--- src/mlpq_pkg.sv ---
// mlpq_pkg: shared types, codes and default sizes for the multilevel priority fifo
// used by the sequencer and the top level; depends on nothing

`timescale 1ns / 1ps

package mlpq_pkg;

   // default sizes
   localparam int DEF_CAPACITY   = 32;
   localparam int DEF_MAX_LEVELS = 8;

   // fixed field widths
   localparam int TAG_W    = 16;
   localparam int LEVEL_W  = 4;
   localparam int POS_W    = 6;
   localparam int TOTAL_W  = 6;
   localparam int STATUS_W = 3;
   localparam int KIND_W   = 2;

   // level_count value after reset
   localparam int RESET_LEVELS = 8;

   // operation codes
   localparam logic [KIND_W-1:0] KIND_PUSH   = 2'd0;
   localparam logic [KIND_W-1:0] KIND_REMOVE = 2'd1;
   localparam logic [KIND_W-1:0] KIND_POP    = 2'd2;
   localparam logic [KIND_W-1:0] KIND_CLEAR  = 2'd3;

   // status codes
   localparam logic [STATUS_W-1:0] STAT_OK       = 3'd0;
   localparam logic [STATUS_W-1:0] STAT_EMPTY    = 3'd1;
   localparam logic [STATUS_W-1:0] STAT_FULL     = 3'd2;
   localparam logic [STATUS_W-1:0] STAT_BADLEVEL = 3'd3;
   localparam logic [STATUS_W-1:0] STAT_CLEARED  = 3'd4;

   typedef struct packed {
      logic [KIND_W-1:0]  kind;
      logic [LEVEL_W-1:0] push_level;
      logic [TAG_W-1:0]   push_tag;
      logic [POS_W-1:0]   remove_position;
   } req_type;

   typedef struct packed {
      logic [STATUS_W-1:0] status;
      logic [TAG_W-1:0]    out_tag;
      logic [LEVEL_W-1:0]  out_level;
      logic [TOTAL_W-1:0]  entry_total;
   } rsp_type;

   // one stored entry
   typedef struct packed {
      logic [LEVEL_W-1:0] level;
      logic [TAG_W-1:0]   tag;
   } entry_type;

   localparam int ENTRY_W = $bits(entry_type);

   // top level to sequencer
   typedef struct packed {
      logic start;
      logic cfg_clear;
      logic out_ready;
   } seq_ctl_type;

   // sequencer to top level
   typedef struct packed {
      logic busy;
      logic done;
   } seq_stat_type;

endpackage

--- src/mlpq_ram.sv ---
// mlpq_ram: generic single-write, single-read ram with registered read data
// no dependencies

`timescale 1ns / 1ps

module mlpq_ram #(
   parameter int WIDTH = 8,
   parameter int DEPTH = 32
) (
   input  logic                     clock,
   input  logic                     wr_en,
   input  logic [$clog2(DEPTH)-1:0] wr_addr,
   input  logic [WIDTH-1:0]         wr_data,
   input  logic [$clog2(DEPTH)-1:0] rd_addr,
   output logic [WIDTH-1:0]         rd_data
);

   logic [WIDTH-1:0] mem_ff [DEPTH];
   logic [WIDTH-1:0] rd_data_ff;

   // write port and registered read port
   always_ff @(posedge clock) begin
      if (wr_en) begin
         mem_ff[wr_addr] <= wr_data;
      end
      rd_data_ff <= mem_ff[rd_addr];
   end

   assign rd_data = rd_data_ff;

endmodule

--- src/mlpq_seq.sv ---
// mlpq_seq: sequencer that walks the sorted entry ram one slot per step
// depends on mlpq_pkg; drives one mlpq_ram instance through its port

`timescale 1ns / 1ps

module mlpq_seq import mlpq_pkg::*; #(
   parameter int CAPACITY = DEF_CAPACITY
) (
   input  logic                        clock,
   input  logic                        reset,
   input  seq_ctl_type                 ctl,
   input  req_type                     req,
   input  logic [LEVEL_W-1:0]          level_count,
   output seq_stat_type                stat,
   output rsp_type                     result,
   output logic                        ram_wr_en,
   output logic [$clog2(CAPACITY)-1:0] ram_wr_addr,
   output logic [ENTRY_W-1:0]          ram_wr_data,
   output logic [$clog2(CAPACITY)-1:0] ram_rd_addr,
   input  logic [ENTRY_W-1:0]          ram_rd_data
);

   localparam int IDX_W = $clog2(CAPACITY);
   localparam int CNT_W = $clog2(CAPACITY + 1);
   localparam int CMP_W = (CNT_W > POS_W) ? CNT_W : POS_W;

   // sequencer states
   localparam logic [2:0] S_IDLE    = 3'd0;
   localparam logic [2:0] S_P_READ  = 3'd1;
   localparam logic [2:0] S_P_CHECK = 3'd2;
   localparam logic [2:0] S_P_PLACE = 3'd3;
   localparam logic [2:0] S_R_READ  = 3'd4;
   localparam logic [2:0] S_R_USE   = 3'd5;
   localparam logic [2:0] S_FINISH  = 3'd6;

   logic [2:0]       state_ff, state_in;
   logic [IDX_W-1:0] idx_ff, idx_in;
   logic [CNT_W-1:0] count_ff, count_in;
   logic             first_ff, first_in;
   entry_type        pend_ff, pend_in;
   rsp_type          res_ff, res_in;

   logic [CNT_W-1:0] count_m1;
   logic [IDX_W-1:0] last_idx;
   logic [POS_W-1:0] pos_m1;
   logic             pos_bad;
   logic             level_bad;
   logic             is_full;
   entry_type        rd_entry;
   logic             moves_up;

   assign count_m1  = count_ff - 1'b1;
   assign last_idx  = IDX_W'(count_m1);
   assign pos_m1    = req.remove_position - 1'b1;
   assign pos_bad   = (req.remove_position == '0) ||
                      (CMP_W'(req.remove_position) > CMP_W'(count_ff));
   assign level_bad = (req.push_level == '0) || (req.push_level > level_count);
   assign is_full   = (count_ff == CNT_W'(CAPACITY));
   assign rd_entry  = entry_type'(ram_rd_data);

   // push compare: the entry read stays behind the new one when its level is lower
   assign moves_up  = (rd_entry.level < pend_ff.level);

   assign ram_rd_addr = idx_ff;

   // next state, ram write and result building
   always_comb begin
      state_in    = state_ff;
      idx_in      = idx_ff;
      count_in    = count_ff;
      first_in    = first_ff;
      pend_in     = pend_ff;
      res_in      = res_ff;
      ram_wr_en   = 1'b0;
      ram_wr_addr = idx_ff;
      ram_wr_data = pend_ff;
      stat.busy   = (state_ff != S_IDLE);
      stat.done   = 1'b0;

      case (state_ff)
         S_IDLE: begin
            if (ctl.cfg_clear) begin
               count_in = '0;
            end
            if (ctl.start) begin
               res_in.status    = STAT_OK;
               res_in.out_tag   = '0;
               res_in.out_level = '0;
               pend_in.level    = req.push_level;
               pend_in.tag      = req.push_tag;
               first_in         = 1'b1;
               state_in         = S_FINISH;
               case (req.kind)
                  KIND_PUSH: begin
                     if (level_bad) begin
                        res_in.status = STAT_BADLEVEL;
                     end else if (is_full) begin
                        res_in.status = STAT_FULL;
                     end else if (count_ff == '0) begin
                        idx_in   = '0;
                        state_in = S_P_PLACE;
                     end else begin
                        idx_in   = last_idx;
                        state_in = S_P_READ;
                     end
                  end
                  KIND_REMOVE: begin
                     if (pos_bad) begin
                        res_in.status = STAT_EMPTY;
                     end else begin
                        idx_in   = IDX_W'(pos_m1);
                        state_in = S_R_READ;
                     end
                  end
                  KIND_POP: begin
                     if (count_ff == '0) begin
                        res_in.status = STAT_EMPTY;
                     end else begin
                        idx_in   = '0;
                        state_in = S_R_READ;
                     end
                  end
                  default: begin
                     count_in      = '0;
                     res_in.status = STAT_CLEARED;
                  end
               endcase
            end
         end

         // push: walk down from the tail, moving lower levels up one slot
         S_P_READ: begin
            state_in = S_P_CHECK;
         end
         S_P_CHECK: begin
            ram_wr_en   = 1'b1;
            ram_wr_addr = idx_ff + 1'b1;
            if (moves_up) begin
               ram_wr_data = rd_entry;
               if (idx_ff == '0) begin
                  state_in = S_P_PLACE;
               end else begin
                  idx_in   = idx_ff - 1'b1;
                  state_in = S_P_READ;
               end
            end else begin
               ram_wr_data = pend_ff;
               count_in    = count_ff + 1'b1;
               state_in    = S_FINISH;
            end
         end
         S_P_PLACE: begin
            ram_wr_en   = 1'b1;
            ram_wr_addr = idx_ff;
            ram_wr_data = pend_ff;
            count_in    = count_ff + 1'b1;
            state_in    = S_FINISH;
         end

         // remove: take the target, then move later entries down one slot
         S_R_READ: begin
            state_in = S_R_USE;
         end
         S_R_USE: begin
            if (first_ff) begin
               res_in.out_tag   = rd_entry.tag;
               res_in.out_level = rd_entry.level;
            end else begin
               ram_wr_en   = 1'b1;
               ram_wr_addr = idx_ff - 1'b1;
               ram_wr_data = rd_entry;
            end
            first_in = 1'b0;
            if (idx_ff == last_idx) begin
               count_in = count_m1;
               state_in = S_FINISH;
            end else begin
               idx_in   = idx_ff + 1'b1;
               state_in = S_R_READ;
            end
         end

         // hand the result over once the output register can take it
         S_FINISH: begin
            res_in.entry_total = TOTAL_W'(count_ff);
            if (ctl.out_ready) begin
               stat.done = 1'b1;
               state_in  = S_IDLE;
            end
         end

         default: begin
            state_in = S_IDLE;
         end
      endcase
   end

   assign result    = res_in;

   // control state
   always_ff @(posedge clock) begin
      if (reset) begin
         state_ff <= S_IDLE;
         count_ff <= '0;
      end else begin
         state_ff <= state_in;
         count_ff <= count_in;
      end
   end

   // working registers
   always_ff @(posedge clock) begin
      idx_ff   <= idx_in;
      first_ff <= first_in;
      pend_ff  <= pend_in;
      res_ff   <= res_in;
   end

endmodule

--- src/multilevel_priority_fifo.sv ---
// multilevel_priority_fifo: top level with level register, output register and store
// depends on mlpq_pkg, mlpq_seq and mlpq_ram
// throughput: one item at a time; the next transfer is taken the cycle after the result loads,
// a stalled result holds the sequencer; set by the single ram port walked one slot per step
// reset: synchronous, active high; store empty, level_count 8 (capped at MAX_LEVELS)

`timescale 1ns / 1ps

module multilevel_priority_fifo import mlpq_pkg::*; #(
   parameter int CAPACITY   = DEF_CAPACITY,
   parameter int MAX_LEVELS = DEF_MAX_LEVELS
) (
   input  logic               clock,
   input  logic               reset,
   input  logic               req_valid,
   output logic               req_stall,
   input  req_type            req_data,
   output logic               rsp_valid,
   input  logic               rsp_stall,
   output rsp_type            rsp_data,
   input  logic               csr_we,
   input  logic [LEVEL_W-1:0] csr_wdata
);

   localparam logic [LEVEL_W-1:0] MAX_LVL   = LEVEL_W'(MAX_LEVELS);
   localparam logic [LEVEL_W-1:0] RESET_LVL =
      LEVEL_W'((RESET_LEVELS > MAX_LEVELS) ? MAX_LEVELS : RESET_LEVELS);
   localparam int IDX_W = $clog2(CAPACITY);

   logic [LEVEL_W-1:0] level_count_ff, level_count_in;
   logic               rsp_valid_ff, rsp_valid_in;
   rsp_type            rsp_data_ff, rsp_data_in;

   seq_ctl_type        ctl;
   seq_stat_type       stat;
   rsp_type            result;

   logic               ram_wr_en;
   logic [IDX_W-1:0]   ram_wr_addr;
   logic [ENTRY_W-1:0] ram_wr_data;
   logic [IDX_W-1:0]   ram_rd_addr;
   logic [ENTRY_W-1:0] ram_rd_data;

   // level register write with clamping
   always_comb begin
      level_count_in = level_count_ff;
      if (csr_we) begin
         if (csr_wdata == '0) begin
            level_count_in = LEVEL_W'(1);
         end else if (csr_wdata > MAX_LVL) begin
            level_count_in = MAX_LVL;
         end else begin
            level_count_in = csr_wdata;
         end
      end
   end

   // handshake to the sequencer
   assign req_stall     = stat.busy;
   assign ctl.start     = req_valid && !stat.busy;
   assign ctl.cfg_clear = csr_we;
   assign ctl.out_ready = !rsp_valid_ff || !rsp_stall;

   // output register: loads on finish, drops after the transfer
   always_comb begin
      rsp_valid_in = rsp_valid_ff;
      rsp_data_in  = rsp_data_ff;
      if (rsp_valid_ff && !rsp_stall) begin
         rsp_valid_in = 1'b0;
      end
      if (stat.done) begin
         rsp_valid_in = 1'b1;
         rsp_data_in  = result;
      end
   end

   always_ff @(posedge clock) begin
      if (reset) begin
         level_count_ff <= RESET_LVL;
         rsp_valid_ff   <= 1'b0;
      end else begin
         level_count_ff <= level_count_in;
         rsp_valid_ff   <= rsp_valid_in;
      end
   end

   always_ff @(posedge clock) begin
      rsp_data_ff <= rsp_data_in;
   end

   assign rsp_valid = rsp_valid_ff;
   assign rsp_data  = rsp_data_ff;

   // sequencer
   mlpq_seq #(
      .CAPACITY (CAPACITY)
   ) u_seq (
      .clock       (clock),
      .reset       (reset),
      .ctl         (ctl),
      .req         (req_data),
      .level_count (level_count_ff),
      .stat        (stat),
      .result      (result),
      .ram_wr_en   (ram_wr_en),
      .ram_wr_addr (ram_wr_addr),
      .ram_wr_data (ram_wr_data),
      .ram_rd_addr (ram_rd_addr),
      .ram_rd_data (ram_rd_data)
   );

   // sorted entry store
   mlpq_ram #(
      .WIDTH (ENTRY_W),
      .DEPTH (CAPACITY)
   ) u_ram (
      .clock   (clock),
      .wr_en   (ram_wr_en),
      .wr_addr (ram_wr_addr),
      .wr_data (ram_wr_data),
      .rd_addr (ram_rd_addr),
      .rd_data (ram_rd_data)
   );

endmodule

--- config.mk ---
export PLATFORM = sky130hd
export DESIGN_NAME = multilevel_priority_fifo
export DESIGN_NICKNAME = d
export VERILOG_FILES = /design/src/mlpq_pkg.sv /design/src/mlpq_ram.sv /design/src/mlpq_seq.sv /design/src/multilevel_priority_fifo.sv
export SDC_FILE = /design/constraint.sdc
export NUM_CORES = 1
export LEC_CHECK = 0
export ABC_AREA = 1
export ABC_CLOCK_PERIOD_IN_PS = 3670
export BUFFER_PORTS_ARGS = -buffer_cell sky130_fd_sc_hd__buf_4
export CORE_ASPECT_RATIO = 0.9
export CORE_MARGIN = 10
export CORE_UTILIZATION = 41
export CTS_BUF_LIST = sky130_fd_sc_hd__clkbuf_4 sky130_fd_sc_hd__clkbuf_8
export DETAILED_ROUTE_END_ITERATION = 10
export SYNTH_ARGS = -nofsm -noshare
export SYNTH_HDL_FRONTEND = slang
export SYNTH_HIERARCHICAL = 1
export SYNTH_SLANG_ARGS = --single-unit
--- constraint.sdc ---
create_clock -name clock -period 3.67 [get_ports clock]
set_input_delay 0.5505 -clock clock [delete_from_list [all_inputs] [get_ports clock]]
set_output_delay 0.5505 -clock clock [all_outputs]
set_load 0.005 [all_outputs]
==> impl_metrics.env <==
export IMPL_core_um2=76150
export IMPL_skew_ns=0.05900
export IMPL_rows=96
export IMPL_synthAdderAreaFrac=0.009539
export IMPL_synth_ff_type="edfxtp_1"
export IMPL_antenna_left=0
export IMPL_cp_max_fo=45
export IMPL_crit_family="simple AND/OR/NAND/NOR gates"
export IMPL_synth_top_family_by_area="simple AND/OR/NAND/NOR gates"
export IMPL_cp_depth=8
export IMPL_ys_ff_latch=758
export IMPL_first_global_vias=20820
export IMPL_max_slew_worst_pin_slew_ns=1.088
export IMPL_area_growth_pct=12.67
export IMPL_rsz0062_at_grt="false"
export IMPL_die_y_um=282.9
export IMPL_die_x_um=312.1
export IMPL_cp_required_ns=4.05
export IMPL_status="finished, final reports clean"
export IMPL_worstSetupStartpoint="u_seq/ram_rd_addr[1]"
export IMPL_ys_seq_area_frac=0.7030
export IMPL_cp_slowest_cell="buf_4"
export IMPL_globalRouteTotalUtil=0.1882
export IMPL_routabilityCongestion=0.8644
export IMPL_finalCriticalPeriod_ns=3.245
export IMPL_end_kind="flop"
export IMPL_grt_max_degree=174
export IMPL_postCtsSetupBuffers=0
export IMPL_htreeDepth=3
export IMPL_cts_tree="done"
export IMPL_root_buffer="clkbuf_8"
export IMPL_ys_types=49
export IMPL_min_period_over_period=0.8843
export IMPL_r2r_slack_ns=0.42
export IMPL_die_area_um2=88280
export IMPL_yosys_area_share_simple=0.2218
export IMPL_final_common_cell="nand2_1"
export IMPL_setup_violations=0
export IMPL_worst_ep_arrival_time_ns=3.63
export IMPL_final_cell_mix="nand2_1 (1013), edfxtp_1 (695), nand3_1 (548), buf_4 (133), clkbuf_8 (117)"
export IMPL_io_pins=68
export IMPL_rr_worst_depth=8
export IMPL_slew_headroom=0.2721
export IMPL_drt_wirelength_per_cell_um=21.03
export IMPL_cpPeakStageDelay_ns=0.53
export IMPL_synth_edf_count=695
export IMPL_drive_gt1_frac=0.1329
export IMPL_synth_top_area_frac=0.6630
export IMPL_muxShareOfSynthArea=0.004054
export IMPL_fin_setup_tns_ns=0
export IMPL_cts_buffers=114
export IMPL_syn_area_um2=31480
export IMPL_crit_end="u_ram/mem_ff[26][9]"
export IMPL_syn_avg_cell_area_um2=11.32
export IMPL_critPathBufInv=2
export IMPL_critPathKind="flop to flop"
export IMPL_dr_pass1_iters=6
export IMPL_cts_buffer_depth=3
export IMPL_hp_class="input pin to flop"
export IMPL_syn_nets=2843
export IMPL_synthTopCellsByArea="edfxtp_1 (66%), nand2_1 (12%), nand3_1 (8.7%), dfxtp_1 (4.0%), buf_2 (1.0%)"
export IMPL_clk_pin_slew_ns=0.06
export IMPL_port_buffers=67
export IMPL_p_leak_nw=13.28
export IMPL_slew_viol_final=0
export IMPL_ys_warn_count=6
export IMPL_antenna_found_initial=2
export IMPL_grt_pass1_wl_mm=128.3
export IMPL_start_kind="flop"
export IMPL_start_util=0.4134
export IMPL_finalWirelength_mm=84.82
export IMPL_drc=0
export IMPL_dp_hpwl_mm=49.36
export IMPL_ir_drop_mv=0.5587
export IMPL_finalPower_mw=29.26
export IMPL_cap_violations=0
export IMPL_syn_inst=2782
export IMPL_clock_sinks=758
export IMPL_finalNetCount=2970
export IMPL_reg2reg_from="u_seq/ram_rd_addr[1]"
export IMPL_overflow=0
export IMPL_vias=21440
export IMPL_synth_xor_area_frac=0.002226
export IMPL_synth_top_cell_by_area="edfxtp_1"
export IMPL_drt_initial_drc_count=2232
export IMPL_synth_compound_area_frac=0.01721
export IMPL_reg2reg_to="u_ram/mem_ff[26][9]"
export IMPL_final_hold_violation_count=0
export IMPL_path_cells="buf_4, nand3_1, xor2_1, nand2_1, o211ai_1, nand3_1, nor2_2, buf_4"
export IMPL_viasPerCell=5.317
export IMPL_async_flop_share=0
export IMPL_max_clock_freq_mhz=308.1
export IMPL_powerDensity_nw_per_um2=824.9
export IMPL_clkLatencyLatePin_ns=0.75
cell type report:
type	count	area (um^2)
antenna	2	5.005
clock buffer	166	1978
clock inverter	43	231.5
fill	6993	40690
inverter	95	372.9
multi-input combinational	1781	8142
sequential	758	22130
tap	1029	1287
timing repair buffer	159	1319
tightest hold or removal path, stage by stage:
cell and delay, ns:
buf_4 0.09, nor2_4 0.04, o21bai_1 0.10
flip-flops by register name (all words and copies together) (netlist names), 3 cells and up:
signal / cells
u_seq/state_ff: 3
u_seq/pend_ff: 20
u_seq/res_ff: 29
u_seq/count_ff: 6
u_seq/ram_rd_addr: 5
u_ram/rd_data: 20
u_ram/mem_ff: 640
rsp_data: 29
level_count_ff: 4
cells in the mapped netlist (2+ instances only):
library cell and n:
o21bai_1 2, nand2_1 1013, nand2_2 2, edfxtp_1 695, nor2_4 6, nand3_1 548
o31ai_1 3, nand2_4 3, xor2_1 6, mux2_2 2, xnor2_1 2, ha_1 24
buf_6 28, nor2_1 58, clkbuf_1 20, nor3_1 3, a21o_1 2, o21ai_0 47
dfxtp_1 63, mux2_4 7, buf_8 2, o211ai_1 9, buf_1 9, buf_2 64
nand4_1 6, inv_1 79, a21oi_1 22, buf_4 24, inv_2 13
stage by stage:
stage | instances | util | area, um^2 | hold slack, ns | worst slack (ns)
2_1_floorplan | 2782 | - | 31480 | 0.4225 | 0.6778
6_report | 4033 | 0.4657 | 35470 | 0.07681 | 0.4246
5_1_grt | 4033 | 0.4657 | 35470 | 0.05653 | 0.1890
4_1_cts | 4031 | 0.4657 | 35460 | 0.01702 | 0.4748
3_3_place_gp | 3802 | 0.4340 | 33050 | 0.4541 | 0.6369
3_5_place_dp | 3802 | 0.4340 | 33050 | 0.4747 | 0.5271
power by group:
group	internal (mW)	switching, mW
clock network	3.52	3.20
logic	2.65	8.10
registers	11.4	0.403
layer usage:
layer  vias up  track usage  routed length [um]
li1       9904            -                   -
met5         -            0                   0
met1     10580       0.2587               36790
met3       141      0.03334                6121
met2       819       0.3031               39860
met4         0      0.05667                2048
worst min-delay path by stage:
stage                   endpoint  cells after the start         startpoint  slack, ns
3_3_place_gp   level_count_ff[1]                      2  level_count_ff[1]       0.45
2_1_floorplan   u_seq/res_ff[26]                      2   u_seq/res_ff[26]       0.42
6_report       level_count_ff[3]                      3       csr_wdata[3]       0.08
4_1_cts        level_count_ff[3]                      3       csr_wdata[3]       0.02
3_5_place_dp   level_count_ff[1]                      2  level_count_ff[1]       0.47
5_1_grt        level_count_ff[3]                      3       csr_wdata[3]       0.06
cell families (layout without fill, tap and decap cells):
family / count (synthesis) / count (layout)
simple gates: 1645 / 1645
flops: 758 / 758
buf+inv: 243 / 463
compound gates: 95 / 95
fa+ha+maj: 24 / 24
mux: 9 / 9
xor+xnor: 8 / 8
other cells: 0 / 2
timing repair:
action,4_1_cts,5_1_grt
hold endpoints to repair,20,0
resized for setup,0,0
hold buffers,20,0
No activity file was read; power rests on OpenSTA's default activity.
